===== src/slph_pkg.sv =====
// Shared types and constants for the serial link ping handshake unit.
// No dependencies; imported by slph_step and serial_link_ping_handshake_unit.
package slph_pkg;

  localparam int unsigned CNT_W = 16;
  localparam int unsigned TAG_W = 4;
  localparam int unsigned PH_W  = 3;
  localparam int unsigned CFG_IDX_W  = 2;
  localparam int unsigned CFG_DATA_W = 16;

  // Link phase codes; codes five to seven are unreachable and held.
  localparam logic [PH_W-1:0] PH_IDLE  = 3'd0;
  localparam logic [PH_W-1:0] PH_WAIT0 = 3'd1;
  localparam logic [PH_W-1:0] PH_WAIT1 = 3'd2;
  localparam logic [PH_W-1:0] PH_EXTRA = 3'd3;
  localparam logic [PH_W-1:0] PH_OPER  = 3'd4;

  // Configuration register indexes
  localparam logic [CFG_IDX_W-1:0] REG_IS_MASTER       = 2'd0;
  localparam logic [CFG_IDX_W-1:0] REG_HANDSHAKE_LIMIT = 2'd1;
  localparam logic [CFG_IDX_W-1:0] REG_RETRY_LIMIT     = 2'd2;

  localparam logic [CNT_W-1:0] HANDSHAKE_LIMIT_RST = 16'd1000;
  localparam logic [CNT_W-1:0] RETRY_LIMIT_RST     = 16'd200;
  localparam logic [CNT_W-1:0] CNT_MAX             = 16'hFFFF;

  localparam logic [TAG_W-1:0] TAG_ZERO = 4'd0;
  localparam logic [TAG_W-1:0] TAG_ONE  = 4'd1;

  typedef struct packed {
    logic             is_master;
    logic [CNT_W-1:0] handshake_limit;
    logic [CNT_W-1:0] retry_limit;
  } cfg_t;

  typedef struct packed {
    logic             ping_seen;
    logic [TAG_W-1:0] rx_tag;
    logic             watchdog_expired;
    logic             core_error;
  } beat_in_t;

  typedef struct packed {
    logic [PH_W-1:0]  phase;
    logic [CNT_W-1:0] overall_ticks;
    logic [CNT_W-1:0] phase_ticks;
  } link_st_t;

  typedef struct packed {
    logic [PH_W-1:0] link_state;
    logic            tx_ping;
    logic            ping_tag;
    logic            flush_tx;
    logic            to_software_mode;
    logic            to_ping_mode;
    logic            reset_rx_core;
    logic            link_up;
  } beat_out_t;

endpackage


===== src/slph_step.sv =====
// Next-state and command logic for one tick of the link handshake.
// Depends on slph_pkg for the phase codes and the beat and state structs.
module slph_step (
  input  slph_pkg::cfg_t      cfg,
  input  slph_pkg::link_st_t  st,
  input  slph_pkg::beat_in_t  beat,
  output slph_pkg::link_st_t  st_next,
  output slph_pkg::beat_out_t res
);
  import slph_pkg::*;

  logic [CNT_W-1:0] overall_inc;
  logic [CNT_W-1:0] phase_inc;
  logic             over;
  logic             retry;
  logic             tag0_hit;
  logic             tag1_hit;

  // Saturating increments, compared after the increment
  assign overall_inc = (st.overall_ticks == CNT_MAX) ? CNT_MAX : st.overall_ticks + 1'b1;
  assign phase_inc   = (st.phase_ticks == CNT_MAX) ? CNT_MAX : st.phase_ticks + 1'b1;
  assign over        = overall_inc > cfg.handshake_limit;
  assign retry       = phase_inc > cfg.retry_limit;
  assign tag0_hit    = beat.ping_seen && (beat.rx_tag == TAG_ZERO);
  assign tag1_hit    = beat.ping_seen && (beat.rx_tag == TAG_ONE);

  always_comb begin
    st_next = st;
    res     = '0;
    unique case (st.phase)
      PH_IDLE: begin
        res.to_software_mode = 1'b1;
        if (cfg.is_master) begin
          res.flush_tx = 1'b1;
          res.tx_ping  = 1'b1;
        end
        st_next.phase         = PH_WAIT0;
        st_next.overall_ticks = '0;
        st_next.phase_ticks   = '0;
      end
      PH_WAIT0: begin
        st_next.overall_ticks = overall_inc;
        st_next.phase_ticks   = phase_inc;
        if (over || retry) begin
          st_next.phase = PH_IDLE;
        end else if (tag0_hit) begin
          res.tx_ping         = 1'b1;
          res.ping_tag        = cfg.is_master;
          res.flush_tx        = !cfg.is_master;
          st_next.phase       = PH_WAIT1;
          st_next.phase_ticks = '0;
        end
      end
      PH_WAIT1: begin
        st_next.overall_ticks = overall_inc;
        st_next.phase_ticks   = phase_inc;
        if (over) begin
          st_next.phase = PH_IDLE;
        end else if (retry) begin
          // resend the same tag as on entry
          res.tx_ping         = 1'b1;
          res.ping_tag        = cfg.is_master;
          res.flush_tx        = !cfg.is_master;
          st_next.phase_ticks = '0;
        end else if (tag1_hit) begin
          res.to_ping_mode = 1'b1;
          if (cfg.is_master) begin
            st_next.phase = PH_OPER;
          end else begin
            res.tx_ping   = 1'b1;
            res.ping_tag  = 1'b1;
            st_next.phase = PH_EXTRA;
          end
        end
      end
      PH_EXTRA: begin
        // a master here has no action: hold state and counters
        if (!cfg.is_master) begin
          st_next.overall_ticks = overall_inc;
          st_next.phase_ticks   = phase_inc;
          st_next.phase         = PH_OPER;
        end
      end
      PH_OPER: begin
        if (beat.watchdog_expired) begin
          st_next.phase = PH_IDLE;
        end else if (beat.core_error) begin
          res.reset_rx_core = 1'b1;
          st_next.phase     = PH_IDLE;
        end
      end
      default: begin
        st_next = st;
      end
    endcase
    res.link_state = st_next.phase;
    res.link_up    = (st_next.phase == PH_OPER);
  end

endmodule


===== src/serial_link_ping_handshake_unit.sv =====
// Top level of the serial link ping handshake unit: input register, config
// registers, link state and result register. Depends on slph_pkg, slph_step.
//
//  channel | handshake          | payload
//  --------+--------------------+--------------------------------------------
//  input   | in_valid/in_ready  | ping_seen, rx_tag, watchdog_expired,
//          |                    | core_error
//  output  | out_valid/out_ready| link_state, tx_ping, ping_tag, flush_tx,
//          |                    | to_software_mode, to_ping_mode,
//          |                    | reset_rx_core, link_up
//  config  | cfg_we             | cfg_index, cfg_data
//
// One tick a cycle sustained without output stalls; a result is registered
// from its beat (input, then result register). The step logic between
// them is a 16-bit increment and compare per counter plus the phase select.
// Reset puts the link in idle with both counters zero and the config at its
// defaults. A stalled output holds the result register and, once the input
// register is also full, drops in_ready; nothing is lost or repeated.
module serial_link_ping_handshake_unit (
  input  logic                            clk,
  input  logic                            rst,
  input  logic                            in_valid,
  output logic                            in_ready,
  input  logic                            ping_seen,
  input  logic [slph_pkg::TAG_W-1:0]      rx_tag,
  input  logic                            watchdog_expired,
  input  logic                            core_error,
  output logic                            out_valid,
  input  logic                            out_ready,
  output logic [slph_pkg::PH_W-1:0]       link_state,
  output logic                            tx_ping,
  output logic                            ping_tag,
  output logic                            flush_tx,
  output logic                            to_software_mode,
  output logic                            to_ping_mode,
  output logic                            reset_rx_core,
  output logic                            link_up,
  input  logic                            cfg_we,
  input  logic [slph_pkg::CFG_IDX_W-1:0]  cfg_index,
  input  logic [slph_pkg::CFG_DATA_W-1:0] cfg_data
);
  import slph_pkg::*;

  cfg_t      cfg;
  link_st_t  st;
  link_st_t  st_next;
  beat_in_t  in_beat;
  logic      in_full;
  beat_out_t res_next;
  beat_out_t res;
  logic      advance;

  assign advance  = in_full && (!out_valid || out_ready);
  assign in_ready = !in_full || advance;

  always_ff @(posedge clk) begin
    if (rst) begin
      cfg.is_master       <= 1'b0;
      cfg.handshake_limit <= HANDSHAKE_LIMIT_RST;
      cfg.retry_limit     <= RETRY_LIMIT_RST;
    end else if (cfg_we) begin
      unique case (cfg_index)
        REG_IS_MASTER:       cfg.is_master       <= cfg_data[0];
        REG_HANDSHAKE_LIMIT: cfg.handshake_limit <= cfg_data;
        REG_RETRY_LIMIT:     cfg.retry_limit     <= cfg_data;
        default: ;
      endcase
    end
  end

  // Input register
  always_ff @(posedge clk) begin
    if (rst) begin
      in_full <= 1'b0;
    end else if (in_ready) begin
      in_full <= in_valid;
    end
  end

  always_ff @(posedge clk) begin
    if (in_valid && in_ready) begin
      in_beat <= '{ping_seen, rx_tag, watchdog_expired, core_error};
    end
  end

  slph_step u_step (
    .cfg     (cfg),
    .st      (st),
    .beat    (in_beat),
    .st_next (st_next),
    .res     (res_next)
  );

  // Link state and result register advance together
  always_ff @(posedge clk) begin
    if (rst) begin
      st.phase         <= PH_IDLE;
      st.overall_ticks <= '0;
      st.phase_ticks   <= '0;
      out_valid        <= 1'b0;
    end else begin
      if (advance) begin
        st        <= st_next;
        out_valid <= 1'b1;
      end else if (out_ready) begin
        out_valid <= 1'b0;
      end
    end
  end

  always_ff @(posedge clk) begin
    if (advance) begin
      res <= res_next;
    end
  end

  assign link_state       = res.link_state;
  assign tx_ping          = res.tx_ping;
  assign ping_tag         = res.ping_tag;
  assign flush_tx         = res.flush_tx;
  assign to_software_mode = res.to_software_mode;
  assign to_ping_mode     = res.to_ping_mode;
  assign reset_rx_core    = res.reset_rx_core;
  assign link_up          = res.link_up;

  a_tag_needs_ping: assert property (@(posedge clk) disable iff (rst)
    out_valid && ping_tag |-> tx_ping)
    else $error("ping_tag set without tx_ping");

  a_swmode_enters_wait0: assert property (@(posedge clk) disable iff (rst)
    out_valid && to_software_mode |-> link_state == PH_WAIT0)
    else $error("software mode pulse outside idle exit");

  a_rxreset_to_idle: assert property (@(posedge clk) disable iff (rst)
    out_valid && reset_rx_core |-> link_state == PH_IDLE && !link_up)
    else $error("receiver reset without drop to idle");

  a_empty_out_takes_input: assert property (@(posedge clk) disable iff (rst)
    !out_valid |-> in_ready)
    else $error("input stalled with empty result register");

  a_state_tracks_result: assert property (@(posedge clk) disable iff (rst)
    advance |=> st.phase == link_state)
    else $error("link state and result disagree");

endmodule

===== config.mk =====
export PLATFORM = sky130hd
export DESIGN_NAME = serial_link_ping_handshake_unit
export DESIGN_NICKNAME = d
export VERILOG_FILES = /design/src/slph_pkg.sv /design/src/slph_step.sv /design/src/serial_link_ping_handshake_unit.sv
export SDC_FILE = /design/constraint.sdc
export NUM_CORES = 1
export LEC_CHECK = 0
export BUFFER_PORTS_ARGS = -buffer_cell sky130_fd_sc_hd__buf_2
export CAP_MARGIN = 10
export CORE_ASPECT_RATIO = 1.5
export CORE_MARGIN = 2
export CORE_UTILIZATION = 45
export CTS_CLUSTER_SIZE = 30
export DETAILED_ROUTE_END_ITERATION = 10
export SLEW_MARGIN = 20
export SYNTH_ARGS = -nofsm -noshare
export SYNTH_HDL_FRONTEND = slang
export SYNTH_HIERARCHICAL = 1
export SYNTH_SLANG_ARGS = --single-unit

===== constraint.sdc =====
create_clock -name clk -period 8.1 [get_ports clk]
set_input_delay 0.405 -clock clk [delete_from_list [all_inputs] [get_ports clk]]
set_output_delay 0.405 -clock clk [all_outputs]
set_load 0.03 [all_outputs]

; Word level (Yosys, flattened, before mapping)
; Index checks and enable logic that the tools add are counted.
; Widths: inputs -> output; s select.
[totals]
mem_bits_rw = 0
ff_bits = 87
n_memories = 0
inputBits = 30
latchBits = 0
wordCells = 91
romBits = 0
out_inout_bits = 12
[op_classes]
add_sub_neg = 2
n_div = 0
multipliers = 0
shifts = 0
n_mux = 33
reduce_logical = 21
n_bitwise = 2
n_lt_le_gt_ge = 2
eq_ne = 11
[op_table]
columns = operator, count
row1 = $pmux 32 s4, 1
row2 = $mux 16, 6
row3 = $mux 35, 1
row4 = $mux 3, 11
row5 = $add 16x1->16 const B, 2
row6 = $eq 16x16->1 const B, 2
row7 = $gt 16x16->1, 2
row8 = $pmux 3 s5, 1
row9 = $mux 1, 7
row10 = $eq 3x2->1 const B, 2
row11 = $eq 3x3->1 const B, 2
row12 = $mux 2, 3
row13 = $pmux 1 s3, 2
row14 = $reduce_and 2->1, 3
row15 = $eq 4x1->1 const B, 1
row16 = $logic_and 1x1->1, 4
row17 = $logic_not 4->1, 1
row18 = $reduce_bool 4->1, 1
row19 = $eq 3x1->1 const B, 1
row20 = $logic_not 1->1, 3
row21 = $logic_not 3->1, 1
row22 = $logic_or 1x1->1, 3
row23 = $reduce_and 3->1, 1
row24 = $reduce_or 3->1, 1
row25 = 8 further kinds, 9

; Logic depth before layout (Yosys ltp)
[depth]
depth_word = 7
depth_mapped = 18
mapped_depth_nobuf = 17

; By module
; Netlist, hierarchy kept.
[modules_own_cells]
columns = module, cells_each, n_inst, area_each_um2, seq_area_each_um2
row1 = serial_link_ping_handshake_unit, 322, 1, 3358.2, 1911.8
row2 = slph_step, 353, 1, 2314.7, 0.0

; Worst setup path before layout
; No wires, ideal clock.
[synth_timing]
kind = flip-flop to flip-flop
startpoint = register, netlist name st[0]
endpoint = register, netlist name st[33]
setup_time_ps = 121
path_stages_with_launch = 19
t_arrival_ps = 3584
setup_slack_ps = 4395
t_required_ps = 7979
path_buffers = 3
synth_period_minus_slack_ps = 3705
path_cell_list = dfxtp_1 > ha_1 > nand3_1 > nor4_2 > nand4_1 > clkbuf_1 > nand2_1 > ha_1 > a21oi_1 > o21ai_0 > a221o_1 > o31a_1 > buf_4 > or3_1 > a22oi_1 > o21ai_1 > buf_4 > nand2b_1 > mux2i_1

==> flow_summary.yaml <==
cells_and_area:
  fin_area_um2: 6140
  nNetsFinal: 754
  antenna-diode-count: 0
  final_cell_mix: "nand2_1, nand2b_1, dfxtp_1"
  syn2layout_area_growth_pct: 8.27
  final_common_cell: "nand2_1"
  final_layout_size_suffix_gt1_frac: 0.108
flow_run:
  max-cap-violations: 0
clocking:
  post_cts_buffers: 0
  insertion_delay_ps: 350
  cts_sinks: 87
  clockRootBuffer: "clkbuf_16"
  path_clk_slew_ps: 70
  cts_made_buffers: 9
  cts_htree_levels: 3
  post_cts_resized: 0
  cts_max_path_buffers: 2
  postCtsHoldBufs: 0
  cts_tree: "built"
timing:
  hold_viol_final: 0
  hold_ws_ps: 233
  fmax_mhz: 224
  fin_setup_tns_ps: 0
  fin_skew_ps: 8.49
  final_max_slew_viol_count: 0
  rsz0062_at_grt: "false"
  setup_slack_ps: 3630
  slew_headroom: 0.296
  post-route-min-period_ps: 4470
  fin_crit_sh: 0.552
  setup_viol: 0
  worst-slew-pin-transition_ps: 1050
synthesis:
  synth_cell_types: 62
  yosysWarnings: 6
  syn_nets: 739
  ys_seq_area_frac: 0.337
  netlist_area_um2: 5670
  synth-main-ff-cell: "dfxtp_1"
  syn_area_per_cell_um2: 8.40
  async_reset_ff_frac: 0
  synth-edff-count: 17
  ys_ff_latch: 87
  synthCells: 675
power:
  p_int_w: 0.000698
  ir_drop_uv: 91.1
  p_per_area_nw_per_um2: 154
  pwr-share-seq: 0.487
  clkPwrFrac: 0.431
  p_comb_frac: 0.082
  power_w: 0.000944
  netSwitchingFraction: 0.261
  p_sw_w: 0.000246
  total_leakage_power_nw: 2.47
placed_design:
  gp_congestion: 0.869
  port_buffers: 41
  postPlaceCellArea_um2: 5850
  dp_hpwl_um: 9710
  place_ws_ps: 3630
die:
  dieArea_um2: 13500
  core_um2: 12400
  die_x_um: 95.7
  io_pins: 42
  die_height_um: 142
  start_util: 0.458
  row_count: 50
setup_path:
  r2r_start: "st[0]"
  ff2ff_setup_slack_ps: 3630
  crit_family: "compound AO/OA/AOI/OAI gates"
  cp.arrival_ps: 4750
  max_stage_delay_ps: 540
  path_max_fanout: 15
  crit_chain: "ha_1 -> nand3_1 -> nor4_2 -> nand4_1 -> o21ai_0 -> ha_1 -> nand2_1 -> o21ai_0 -> a221o_1 -> o31a_1 -> o41ai_1 -> a21oi_1 -> o22ai_1 -> nand2b_1 -> mux2i_1"
  start_kind: "flip-flop"
  timing.rr.end: "st[32]"
  path_buf_inv: 0
  critPathKind: "flip-flop to flip-flop"
  reg2reg_depth: 15
  cp-end-kind: "flip-flop"
  critPathSlowestCell: "nand4_1"
  crit_required_ps: 8380
global_routing:
  grt_max_degree: 112
  gr-max-usage-layer: "met2"
  grt_pass1_wl_um: 21900
  grt_usage: 0.206
  grt_use_met2: 0.354
  use_met1: 0.258
  antenna_found_initial: 0
  grt_pass1_vias: 4474
  globalRouteOverflowTotal: 0
  grtUsageMet3: 0.0409
worst_hold_path:
  whs_endpoint: "in_beat[4]"
  holdPathStages: 1
  worstHoldPathType: "input pin to flip-flop"
  min_from: "rx_tag[2]"
detailed_routing:
  detail-route-antenna-nets: 0
  drt-pass1-iter-count: 4
  drtIter0Drc: 217
  avgViaCountPerCell: 5.49
  wirelength_um: 13200
  wire_per_inst_um: 15.5
  num_vias: 4675
  drc: 0
status:
  status: "finished clean"
[synth_stat cells, types with 3 or more instances]
master | count | area (um^2)
mux2_2 | 3 | 33.8
nor3_1 | 20 | 100
nand3_1 | 17 | 85.1
nand4_1 | 10 | 62.6
dfxtp_1 | 70 | 1400
buf_8 | 3 | 45.0
a21oi_1 | 57 | 285
ha_1 | 34 | 425
buf_2 | 8 | 40.0
o31ai_1 | 3 | 22.5
mux2i_1 | 37 | 370
edfxtp_1 | 17 | 510
nand2_1 | 95 | 357
o21a_1 | 4 | 30.0
nand2b_1 | 74 | 463
buf_4 | 6 | 45.0
o22ai_1 | 3 | 18.8
a221o_1 | 3 | 30.0
xnor2_1 | 10 | 87.6
inv_1 | 37 | 139
nor2_1 | 30 | 113
buf_6 | 4 | 45.0
xor2_1 | 9 | 78.8
a22o_1 | 27 | 236
and4_1 | 5 | 43.8
and3_1 | 8 | 50.1
clkbuf_1 | 19 | 71.3
nor4_1 | 3 | 18.8
and2_1 | 6 | 37.5
nor2b_1 | 5 | 31.3
o21ai_0 | 12 | 60.1
[worst max path at each step]
stage / cells after the start / from / endpoint / slack, ps
6_report: 15 / st[0] / st[32] / 3630
5_1_grt: 15 / st[0] / st[32] / 3180
4_1_cts: 15 / st[0] / st[14] / 3610
3_5_place_dp: 15 / st[0] / st[14] / 3630
3_3_place_gp: 15 / st[0] / st[11] / 3780
2_1_floorplan: 18 / st[0] / st[33] / 4400
[through the flow]
| stage | utilization | cells |
|---|---|---|
| floorplan | - | 675 |
| global placement | 0.473 | 835 |
| detailed placement | 0.473 | 835 |
| CTS | 0.496 | 851 |
| global route | 0.496 | 851 |
| finish | 0.496 | 851 |
[kinds of logic after synthesis]
| group | after synthesis | share of synthesized area |
|---|---|---|
| xor gates and xnor gates | 19 | 0.0293 |
| AOI/OAI and AO/OA | 131 | 0.154 |
| muxes | 40 | 0.0712 |
| adders and majority gates | 34 | 0.0750 |
| and+or+nand+nor | 287 | 0.265 |
| buffers and inverters | 77 | 0.0679 |
| DFF | 87 | 0.337 |
[power by group through the flow]
stage                     Sequential [W]  Combinational, W  Clock, W
after floorplan                 0.000470         0.0000569         0
after global placement          0.000470         0.0000760         0
after detailed placement        0.000470         0.0000778         0
after CTS                       0.000460         0.0000781  0.000418
after global routing            0.000461         0.0000855  0.000441
final                           0.000460         0.0000772  0.000407
[flip-flops by register name (all words and copies together), names as in the netlist]
signal,flops
link_state,3
st,35
in_beat,7
ping_tag,1
link_up,1
to_software_mode,1
in_full,1
reset_rx_core,1
flush_tx,1
out_valid,1
tx_ping,1
cfg,33
to_ping_mode,1
[cell type report]
class | count | area [um^2]
repair buffers | 44 | 228
multi-input cells | 511 | 3380
clock buffers | 9 | 225
inverters | 37 | 139
clock inverters | 7 | 62.6
well taps | 156 | 195
fillers | 1261 | 6240
flip-flops and latches | 87 | 1910
[layer usage]
layer / wire, um / part of all wire / vias up
met4: 265 / 0.020 / 0
met5: 0 / 0 / -
met2: 6790 / 0.51 / 74
met3: 439 / 0.033 / 17
li1: - / - / 2388
met1: 5700 / 0.43 / 2196
No activity file was read; power rests on OpenSTA's default activity.
